<file path="src/hw/rtl/handle_slot_allocator_unit_defines.svh">
// ----------------------------------------------------------------------------
// Handle slot allocator assertion macros
// Concurrent checks on clk, disabled while rst_n is low. The design's own
// clock and reset are picked up from the scope in which the macro is used.
// ----------------------------------------------------------------------------
`ifndef HANDLE_SLOT_ALLOCATOR_UNIT_DEFINES_SVH
`define HANDLE_SLOT_ALLOCATOR_UNIT_DEFINES_SVH

`ifndef SYNTH

// The consequent must hold in the same cycle as the antecedent.
`define HSA_ASSERT_SAME(label, pre, post) \
  label: assert property (@(posedge clk) disable iff (!rst_n) (pre) |-> (post)) \
    else $error("handle slot allocator: same-cycle check failed");

// The consequent must hold in the cycle after the antecedent.
`define HSA_ASSERT_NEXT(label, pre, post) \
  label: assert property (@(posedge clk) disable iff (!rst_n) (pre) |=> (post)) \
    else $error("handle slot allocator: next-cycle check failed");

`else

`define HSA_ASSERT_SAME(label, pre, post)
`define HSA_ASSERT_NEXT(label, pre, post)

`endif

`endif

</file>
<file path="src/hw/rtl/hsa_pkg.sv">
// ----------------------------------------------------------------------------
// Handle slot allocator package
// Sizes, operation codes, controller states and the search result type.
// ----------------------------------------------------------------------------
`default_nettype none

package hsa_pkg;

  // Number of table slots. The slot of a handle is its low bits, so this
  // must be a power of two.
  localparam int SLOTS     = 256;
  localparam int SLOT_W    = $clog2(SLOTS);
  localparam int HANDLE_W  = 32;
  localparam int FUNC_W    = 2;
  localparam int OUT_IDX_W = 8;

  localparam logic [HANDLE_W-1:0] HANDLE_RESET = HANDLE_W'(1);

  localparam logic [FUNC_W-1:0] FUNC_ALLOC   = 2'd0;
  localparam logic [FUNC_W-1:0] FUNC_RESOLVE = 2'd1;
  localparam logic [FUNC_W-1:0] FUNC_FREE    = 2'd2;

  typedef enum logic [1:0] {
    ST_IDLE,
    ST_ALLOC,
    ST_LOOKUP
  } state_t;

  typedef struct packed {
    logic                found;
    logic [SLOT_W-1:0]   slot;
    logic [HANDLE_W-1:0] handle;
  } search_res_t;

endpackage

`default_nettype wire

</file>
<file path="src/hw/rtl/hsa_free_search.sv">
// ----------------------------------------------------------------------------
// Free slot search
// Two-step search for the first free slot at or after the counter's slot.
// The free map is rotated and registered on load; the next cycle isolates
// the lowest set bit and turns it into the candidate handle and slot.
// ----------------------------------------------------------------------------
`default_nettype none

module hsa_free_search import hsa_pkg::*; (
  input  wire logic                clk,
  input  wire logic                load,
  input  wire logic [HANDLE_W-1:0] base_handle,
  input  wire logic [SLOTS-1:0]    slot_valid,
  output search_res_t              res
);

  logic [SLOTS-1:0]    rot_r;
  logic [SLOTS-1:0]    rot_nxt;
  logic [HANDLE_W-1:0] base_r;
  logic [2*SLOTS-1:0]  dbl;
  logic [SLOTS-1:0]    lowest;
  logic [SLOT_W-1:0]   offset;
  logic [HANDLE_W-1:0] cand;

  // Bit k of the rotated map is free-ness of slot (base + k) mod SLOTS.
  always_comb begin
    dbl     = {~slot_valid, ~slot_valid} >> base_handle[SLOT_W-1:0];
    rot_nxt = dbl[SLOTS-1:0];
  end

  always_ff @(posedge clk) begin
    if (load) begin
      rot_r  <= rot_nxt;
      base_r <= base_handle;
    end
  end

  // Isolate the lowest free offset, then encode the one-hot word.
  always_comb begin
    lowest = rot_r & (~rot_r + SLOTS'(1));
    offset = '0;
    for (int i = 0; i < SLOTS; i++) begin
      if (lowest[i]) begin
        offset = offset | SLOT_W'(i);
      end
    end
    cand       = base_r + HANDLE_W'(offset);
    res.found  = |rot_r;
    res.slot   = cand[SLOT_W-1:0];
    res.handle = cand;
  end

endmodule

`default_nettype wire

</file>
<file path="config.mk">
export PLATFORM = sky130hd
export DESIGN_NAME = hsa_free_search
export DESIGN_NICKNAME = d
export VERILOG_FILES = /design/src/hw/rtl/handle_slot_allocator_unit_defines.svh /design/src/hw/rtl/hsa_pkg.sv /design/src/hw/rtl/hsa_free_search.sv
export SDC_FILE = /design/constraint.sdc
export NUM_CORES = 1
export LEC_CHECK = 0
export BUFFER_PORTS_ARGS = -buffer_cell sky130_fd_sc_hd__buf_2
export CORE_AREA = 2 2 257 259
export CTS_BUF_LIST = sky130_fd_sc_hd__clkbuf_16
export DETAILED_ROUTE_END_ITERATION = 7
export DIE_AREA = 0 0 259 261
export GPL_TIMING_DRIVEN = 0
export PLACE_DENSITY = 0.83
export SYNTH_ARGS = -nofsm -noshare
export SYNTH_HDL_FRONTEND = slang
export SYNTH_SLANG_ARGS = --single-unit
</file>
<file path="constraint.sdc">
create_clock -name clk -period 6.87 [get_ports clk]
set_input_delay 0.687 -clock clk [delete_from_list [all_inputs] [get_ports clk]]
set_output_delay 0.687 -clock clk [all_outputs]
set_load 0.02 [all_outputs]
</file>
==> results of run 1 <==
-- routing by layer --
metal	GRT usage, %	GRT overflow
met1	74.1	0
met2	93.0	60
met4	79.8	46
met5	28.2	0
met3	59.0	0
-- logic make-up after synthesis --
family / count (synthesis) / share of synthesized area, %
AOI/OAI and AO/OA: 215 / 3.83
xor gates and xnor gates: 30 / 0.650
adders and majority gates: 9 / 0.297
buffers and inverters: 313 / 3.10
DFF: 288 / 21.4
muxes: 1280 / 56.2
and+or+nand+nor: 998 / 14.5
-- cell usage after synthesis (14+ instances only) --
cell type	count
mux4_2	768
edfxtp_1	288
mux2_2	256
mux2i_1	256
clkbuf_1	185
nor2_1	180
nor3_1	125
nand2_1	116
nor4_1	111
nand4_1	102
nand3_1	100
inv_1	44
buf_1	43
a21oi_1	41
buf_2	31
or3_1	26
and3_1	24
or4_1	24
a31oi_1	23
nand4b_1	22
xnor2_1	20
nor4b_1	19
nor4_2	18
o21ai_0	18
nand3b_1	16
and4_1	15
nor2b_1	15
nor3b_1	14
-- metrics by stage --
step	area, µm²	instances	setup slack (ps)	hold WS (ps)
after floorplan	40400	3133	1090	786
after global placement	43200	4327	-1410	864
after detailed placement	43300	4330	-1220	865
after CTS	46300	4496	0.00577	250
-- timing repair --
item,in CTS
gates resized for setup,184
buffers inserted,112
cloned,1
endpoints found under the setup margin,37
hold endpoints to repair,0
pin swaps,35
==> run_summary.xml, run 1 <==
<?xml version="1.0" encoding="UTF-8"?>
<metrics>
  <group name="die">
    <metric name="rows" unit="">94</metric>
    <metric name="io-pin-count" unit="">331</metric>
    <metric name="chipWidth" unit="µm">259</metric>
    <metric name="height_of_the_chip" unit="µm">261</metric>
    <metric name="initial_core_util" unit="%">62.2</metric>
  </group>
  <group name="clock_network">
    <metric name="clk_root_buffer_cell" unit="">clkbuf_16</metric>
    <metric name="cts_hold_buffers" unit="">0</metric>
    <metric name="cts.sink_count" unit="">288</metric>
    <metric name="htree_levels" unit="">1</metric>
    <metric name="cts_inserted_buffers" unit="">29</metric>
    <metric name="max-clock-path-buffers" unit="">3</metric>
  </group>
  <group name="place">
    <metric name="dp_hpwl" unit="mm">183</metric>
    <metric name="numPortBuffers" unit="">330</metric>
    <metric name="gpl.final_weighted_congestion" unit="">1.30</metric>
  </group>
  <group name="yosys">
    <metric name="total_number_of_yosys_warnings" unit="">0</metric>
    <metric name="syn-num-nets" unit="">3432</metric>
    <metric name="synthCells" unit="">3133</metric>
    <metric name="synth_top_cell_by_area" unit="">mux4_2</metric>
    <metric name="ys_dominant_reg_cell" unit="">edfxtp_1</metric>
    <metric name="synth.yosys.seq_area_share" unit="%">21.4</metric>
    <metric name="yosys-top-cells-area" unit="">mux4_2 43%, edfxtp_1 21%, mux2_2 7.1%</metric>
    <metric name="synth_top_area_share" unit="%">42.8</metric>
    <metric name="ys_seq_elements" unit="">288</metric>
    <metric name="synth_async_sr_flop_share" unit="%">0</metric>
    <metric name="synth_edf_count" unit="">288</metric>
    <metric name="netlist-cell-type-count" unit="">85</metric>
    <metric name="syn_avg_cell_area" unit="µm²">12.9</metric>
    <metric name="combined_area_of_all_synthesized_cells" unit="µm²">40400</metric>
  </group>
  <group name="global_routing">
    <metric name="wire_length_of_the_first_global_routing_pass" unit="mm">360</metric>
    <metric name="grt_overflow_total" unit="">106</metric>
    <metric name="grt_max_degree" unit="">136</metric>
    <metric name="grt_pass1_vias" unit="">46000</metric>
    <metric name="grt_usage" unit="%">75.6</metric>
  </group>
  <group name="status">
    <metric name="outcome" unit="">did not finish</metric>
    <metric name="error_line" unit="">[ERROR GRT-0116] Global routing finished with congestion. Check the congestion regions in the DRC Viewer.</metric>
    <metric name="outcome.stop_stage" unit="">global routing</metric>
  </group>
</metrics>
==> inputs of run 2 (changes only) <==
- CORE_AREA: 2 2 257 259 -> 2 2 321 323
- CTS_BUF_LIST: sky130_fd_sc_hd__clkbuf_16 -> unset
- DIE_AREA: 0 0 259 261 -> 0 0 323 325
- PLACE_DENSITY: 0.83 -> unset
- PLACE_DENSITY_LB_ADDON: unset -> 0.15
==> run 2 against run 1 <==
The flow now finishes, with violations (max-capacitance violations, max-slew violations, negative setup slack). Synthesized cell count unchanged. Area after synthesis unchanged.
==> run_summary.xml, run 2 <==
<?xml version="1.0" encoding="UTF-8"?>
<metrics>
  <group name="die">
    <metric name="height_of_the_chip" unit="µm">325</metric>
    <metric name="die_area" unit="µm²">105000</metric>
    <metric name="core-area" unit="µm²">101000</metric>
    <metric name="io-pin-count" unit="">331</metric>
    <metric name="rows" unit="">117</metric>
    <metric name="chipWidth" unit="µm">323</metric>
    <metric name="initial_core_util" unit="%">39.9</metric>
  </group>
  <group name="route">
    <metric name="drt_iter0_drc" unit="">6450</metric>
    <metric name="antenna_violating_nets_post_route" unit="">0</metric>
    <metric name="firstDrtPassIters" unit="">6</metric>
    <metric name="wl" unit="mm">263</metric>
    <metric name="routed-via-count" unit="">41200</metric>
    <metric name="remaining_drc_errors" unit="">0</metric>
    <metric name="avgRoutedWirePerCell" unit="µm">50.7</metric>
    <metric name="route.detailed.vias_per_inst" unit="">7.95</metric>
  </group>
  <group name="critical_path">
    <metric name="cp_slowest_cell" unit="">or4_4</metric>
    <metric name="timing.critical_path.arrival" unit="ps">6560</metric>
    <metric name="critical_path_depth" unit="">22</metric>
    <metric name="cp_cell_sequence" unit="">or4_4 &gt; or4_4 &gt; nor3_4 &gt; nand4_1 &gt; nor4_4 &gt; nor3_2 &gt; nand4_1 &gt; nor3_2 &gt; nand4_1 &gt; ha_4 &gt; fa_2 &gt; a21o_1 &gt; a21oi_2 &gt; o21bai_1 &gt; a21oi_2 &gt; o21bai_2 &gt; a21oi_4 &gt; buf_12 &gt; or3b_4 &gt; nor2_4 &gt; xor2_1 &gt; buf_4</metric>
    <metric name="path_buf_inv" unit="">2</metric>
    <metric name="crit_path_top_cell_by_count" unit="">nand4_1</metric>
    <metric name="critPathLaunch" unit="">rot_r[164]$_DFFE_PP_</metric>
    <metric name="worstSetupPathType" unit="">reg -&gt; out</metric>
    <metric name="critPathTopFamily" unit="">simple AND/OR/NAND/NOR gates</metric>
    <metric name="worst-endpoint-required" unit="ps">6180</metric>
    <metric name="slowest_delay" unit="ps">660</metric>
    <metric name="critical_path_peak_fanout" unit="">5</metric>
    <metric name="start_kind" unit="">register</metric>
    <metric name="endpoint_kind" unit="">primary output</metric>
    <metric name="critPathCapture" unit="">res[20]</metric>
  </group>
  <group name="layout">
    <metric name="fin_nets" unit="">4064</metric>
    <metric name="nFillCells" unit="">9100</metric>
    <metric name="commonest_cells_after_routing_fill_and_taps_aside" unit="">768 x mux4_2, 339 x buf_2, 288 x edfxtp_1</metric>
    <metric name="largest_registers" unit="">rot_r (256), base_r (32)</metric>
    <metric name="layout_commonest_cell" unit="">mux4_2</metric>
    <metric name="fraction_of_layout_instances_using_a_drive_strength_above_1" unit="%">53.4</metric>
    <metric name="largest_register_ff_count" unit="">256</metric>
    <metric name="stdcell_count" unit="">5183</metric>
    <metric name="largest-register" unit="">rot_r</metric>
    <metric name="area_delta_synth_final" unit="%">23.4</metric>
    <metric name="multi_input_comb_area" unit="µm²">32600</metric>
    <metric name="ff_latch_area" unit="µm²">8650</metric>
  </group>
  <group name="timing">
    <metric name="relSlewSlack" unit="%">-4.79</metric>
    <metric name="setup-violations-final" unit="">21</metric>
    <metric name="setup_repair_after_global_routing_missed_its_margin" unit="">true</metric>
    <metric name="totalNegativeSetupSlack" unit="ps">-5080</metric>
    <metric name="hold_viol" unit="">0</metric>
    <metric name="min_period" unit="ps">7240</metric>
    <metric name="max_freq" unit="GHz">0.138</metric>
    <metric name="worst_slew_pin_slew" unit="ps">1530</metric>
    <metric name="postLayoutSetupSlackWorst" unit="ps">-373</metric>
    <metric name="timing_max_transition_violations_final" unit="">6</metric>
    <metric name="min_period_over_period" unit="%">105</metric>
  </group>
  <group name="yosys">
    <metric name="synth.yosys.seq_area_share" unit="%">21.4</metric>
    <metric name="yosys-top-cells-area" unit="">mux4_2 43%, edfxtp_1 21%, mux2_2 7.1%</metric>
    <metric name="ys_seq_elements" unit="">288</metric>
    <metric name="synth.most_common_cell" unit="">mux4_2</metric>
    <metric name="syn_avg_cell_area" unit="µm²">12.9</metric>
    <metric name="ys_dominant_reg_cell" unit="">edfxtp_1</metric>
    <metric name="combined_area_of_all_synthesized_cells" unit="µm²">40400</metric>
    <metric name="synth_edf_count" unit="">288</metric>
    <metric name="synth_async_sr_flop_share" unit="%">0</metric>
    <metric name="syn-num-nets" unit="">3432</metric>
    <metric name="total_number_of_yosys_warnings" unit="">0</metric>
    <metric name="netlist-cell-type-count" unit="">85</metric>
    <metric name="synth_commonest_cells" unit="">768 x mux4_2, 288 x edfxtp_1, 256 x mux2_2, 256 x mux2i_1, 185 x clkbuf_1</metric>
    <metric name="synth_top_cell_by_area" unit="">mux4_2</metric>
    <metric name="synth_top_area_share" unit="%">42.8</metric>
    <metric name="synthCells" unit="">3133</metric>
  </group>
  <group name="place">
    <metric name="gpl.final_weighted_congestion" unit="">1.15</metric>
    <metric name="dp.cells" unit="">4840</metric>
    <metric name="dp_hpwl" unit="mm">219</metric>
    <metric name="numPortBuffers" unit="">330</metric>
  </group>
  <group name="clock_network">
    <metric name="cts_inserted_buffers" unit="">36</metric>
    <metric name="cts.clk_slew.worst_paths" unit="ps">60</metric>
    <metric name="cts.sink_count" unit="">288</metric>
    <metric name="clock_tree_from_tritoncts" unit="">yes</metric>
    <metric name="htree_levels" unit="">2</metric>
    <metric name="max-clock-path-buffers" unit="">3</metric>
    <metric name="clk_root_buffer_cell" unit="">clkbuf_16</metric>
  </group>
  <group name="status">
    <metric name="outcome" unit="">complete, but fails checks</metric>
    <metric name="violations" unit="">max-capacitance violations, max-slew violations, negative setup slack</metric>
  </group>
  <group name="global_routing">
    <metric name="grt_max_degree" unit="">120</metric>
    <metric name="grt_pass1_vias" unit="">38600</metric>
    <metric name="grt_overflow_total" unit="">0</metric>
    <metric name="wire_length_of_the_first_global_routing_pass" unit="mm">350</metric>
    <metric name="grt_usage" unit="%">49.5</metric>
    <metric name="grt_antenna_before_repair" unit="">27</metric>
  </group>
  <group name="power">
    <metric name="max-vdd-ir-drop" unit="mV">0.191</metric>
    <metric name="total_leakage_power" unit="nW">17.3</metric>
    <metric name="p_per_area" unit="nW/µm²">209</metric>
  </group>
  <group name="hold_path">
    <metric name="min-delay-path-class" unit="">in -&gt; reg</metric>
  </group>
  <group name="run">
    <metric name="drv_cap" unit="">2</metric>
  </group>
</metrics>
-- run 2: cell counts after synthesis --
No cell type changed its count.
-- run 2: layout make-up --
cell class                      instances  area share (%)
Antenna cell                           25           0.125
Clock buffer                           40            1.84
Sequential cell                       288            17.3
Buffer                                261            2.25
Tap cell                             1368            3.43
Clock inverter                         23           0.547
Inverter                               44           0.331
Multi-Input combinational cell       2533            65.3
Timing Repair Buffer                  601            8.86
-- run 2: repair_timing --
item,4_1_cts,5_1_grt
pin swaps,108,69
buffers inserted,219,41
gates cloned,1,1
setup endpoints to repair,40,25
resized for setup,310,109
hold endpoints to repair,0,0
hold buffers,0,0
-- run 2: cells by family (layout without fill, tap and decap cells) --
group / Yosys count / count (layout) / synth area share [%]
and+or+nand+nor: 998 / 999 / 14.5
muxes: 1280 / 1280 / 56.2
adders and majority gates: 9 / 9 / 0.297
other: 0 / 25 / 0
DFF: 288 / 288 / 21.4
AOI/OAI and AO/OA: 215 / 215 / 3.83
buffers and inverters: 313 / 969 / 3.10
xor gates and xnor gates: 30 / 30 / 0.650
-- run 2: power by group --
group | total [W] | internal (W) | leakage, nW | switching [W]
Sequential | 0.00291 | 0.00238 | 2.82 | 0.000532
Clock | 0.00200 | 0.00113 | 0.579 | 0.000866
Combinational | 0.00552 | 0.00217 | 13.9 | 0.00335
Total | 0.0104 | 0.00568 | 17.3 | 0.00475
-- run 2: how the worst min path moves through the flow --
stage                     from                   end  slack (ps)  cells past startpoint
6_report       base_handle[31]  base_r[31]$_DFFE_PP_         240                      1
5_1_grt        base_handle[26]  base_r[26]$_DFFE_PP_         240                      1
4_1_cts        base_handle[31]  base_r[31]$_DFFE_PP_         220                      1
3_5_place_dp   base_handle[23]  base_r[23]$_DFFE_PP_         870                      1
3_3_place_gp   base_handle[22]  base_r[22]$_DFFE_PP_         860                      1
2_1_floorplan   base_handle[0]   base_r[0]$_DFFE_PP_         790                      0
-- run 2: layer usage --
metal,vias up,global-route usage (%),share of wire (%)
li1,15100,-,-
met1,20800,57.0,33
met2,4104,70.8,42
met3,1169,18.9,14
met4,12,45.4,12
met5,-,0.0926,0.044
-- run 2: through the flow --
stage	hold slack (ps)	total power, W	area, µm²	setup WS [ps]	util [%]
final	243	0.0104	49900	-373	49.3
after global routing	237	0.0104	49800	-466	49.2
after CTS	223	0.00999	48900	-165	48.3
after detailed placement	865	0.00756	44000	-2380	43.4
after global placement	864	0.00758	43800	-3100	43.2
after floorplan	786	0.00524	40400	1090	-
Power figures use the tool's default switching activity.
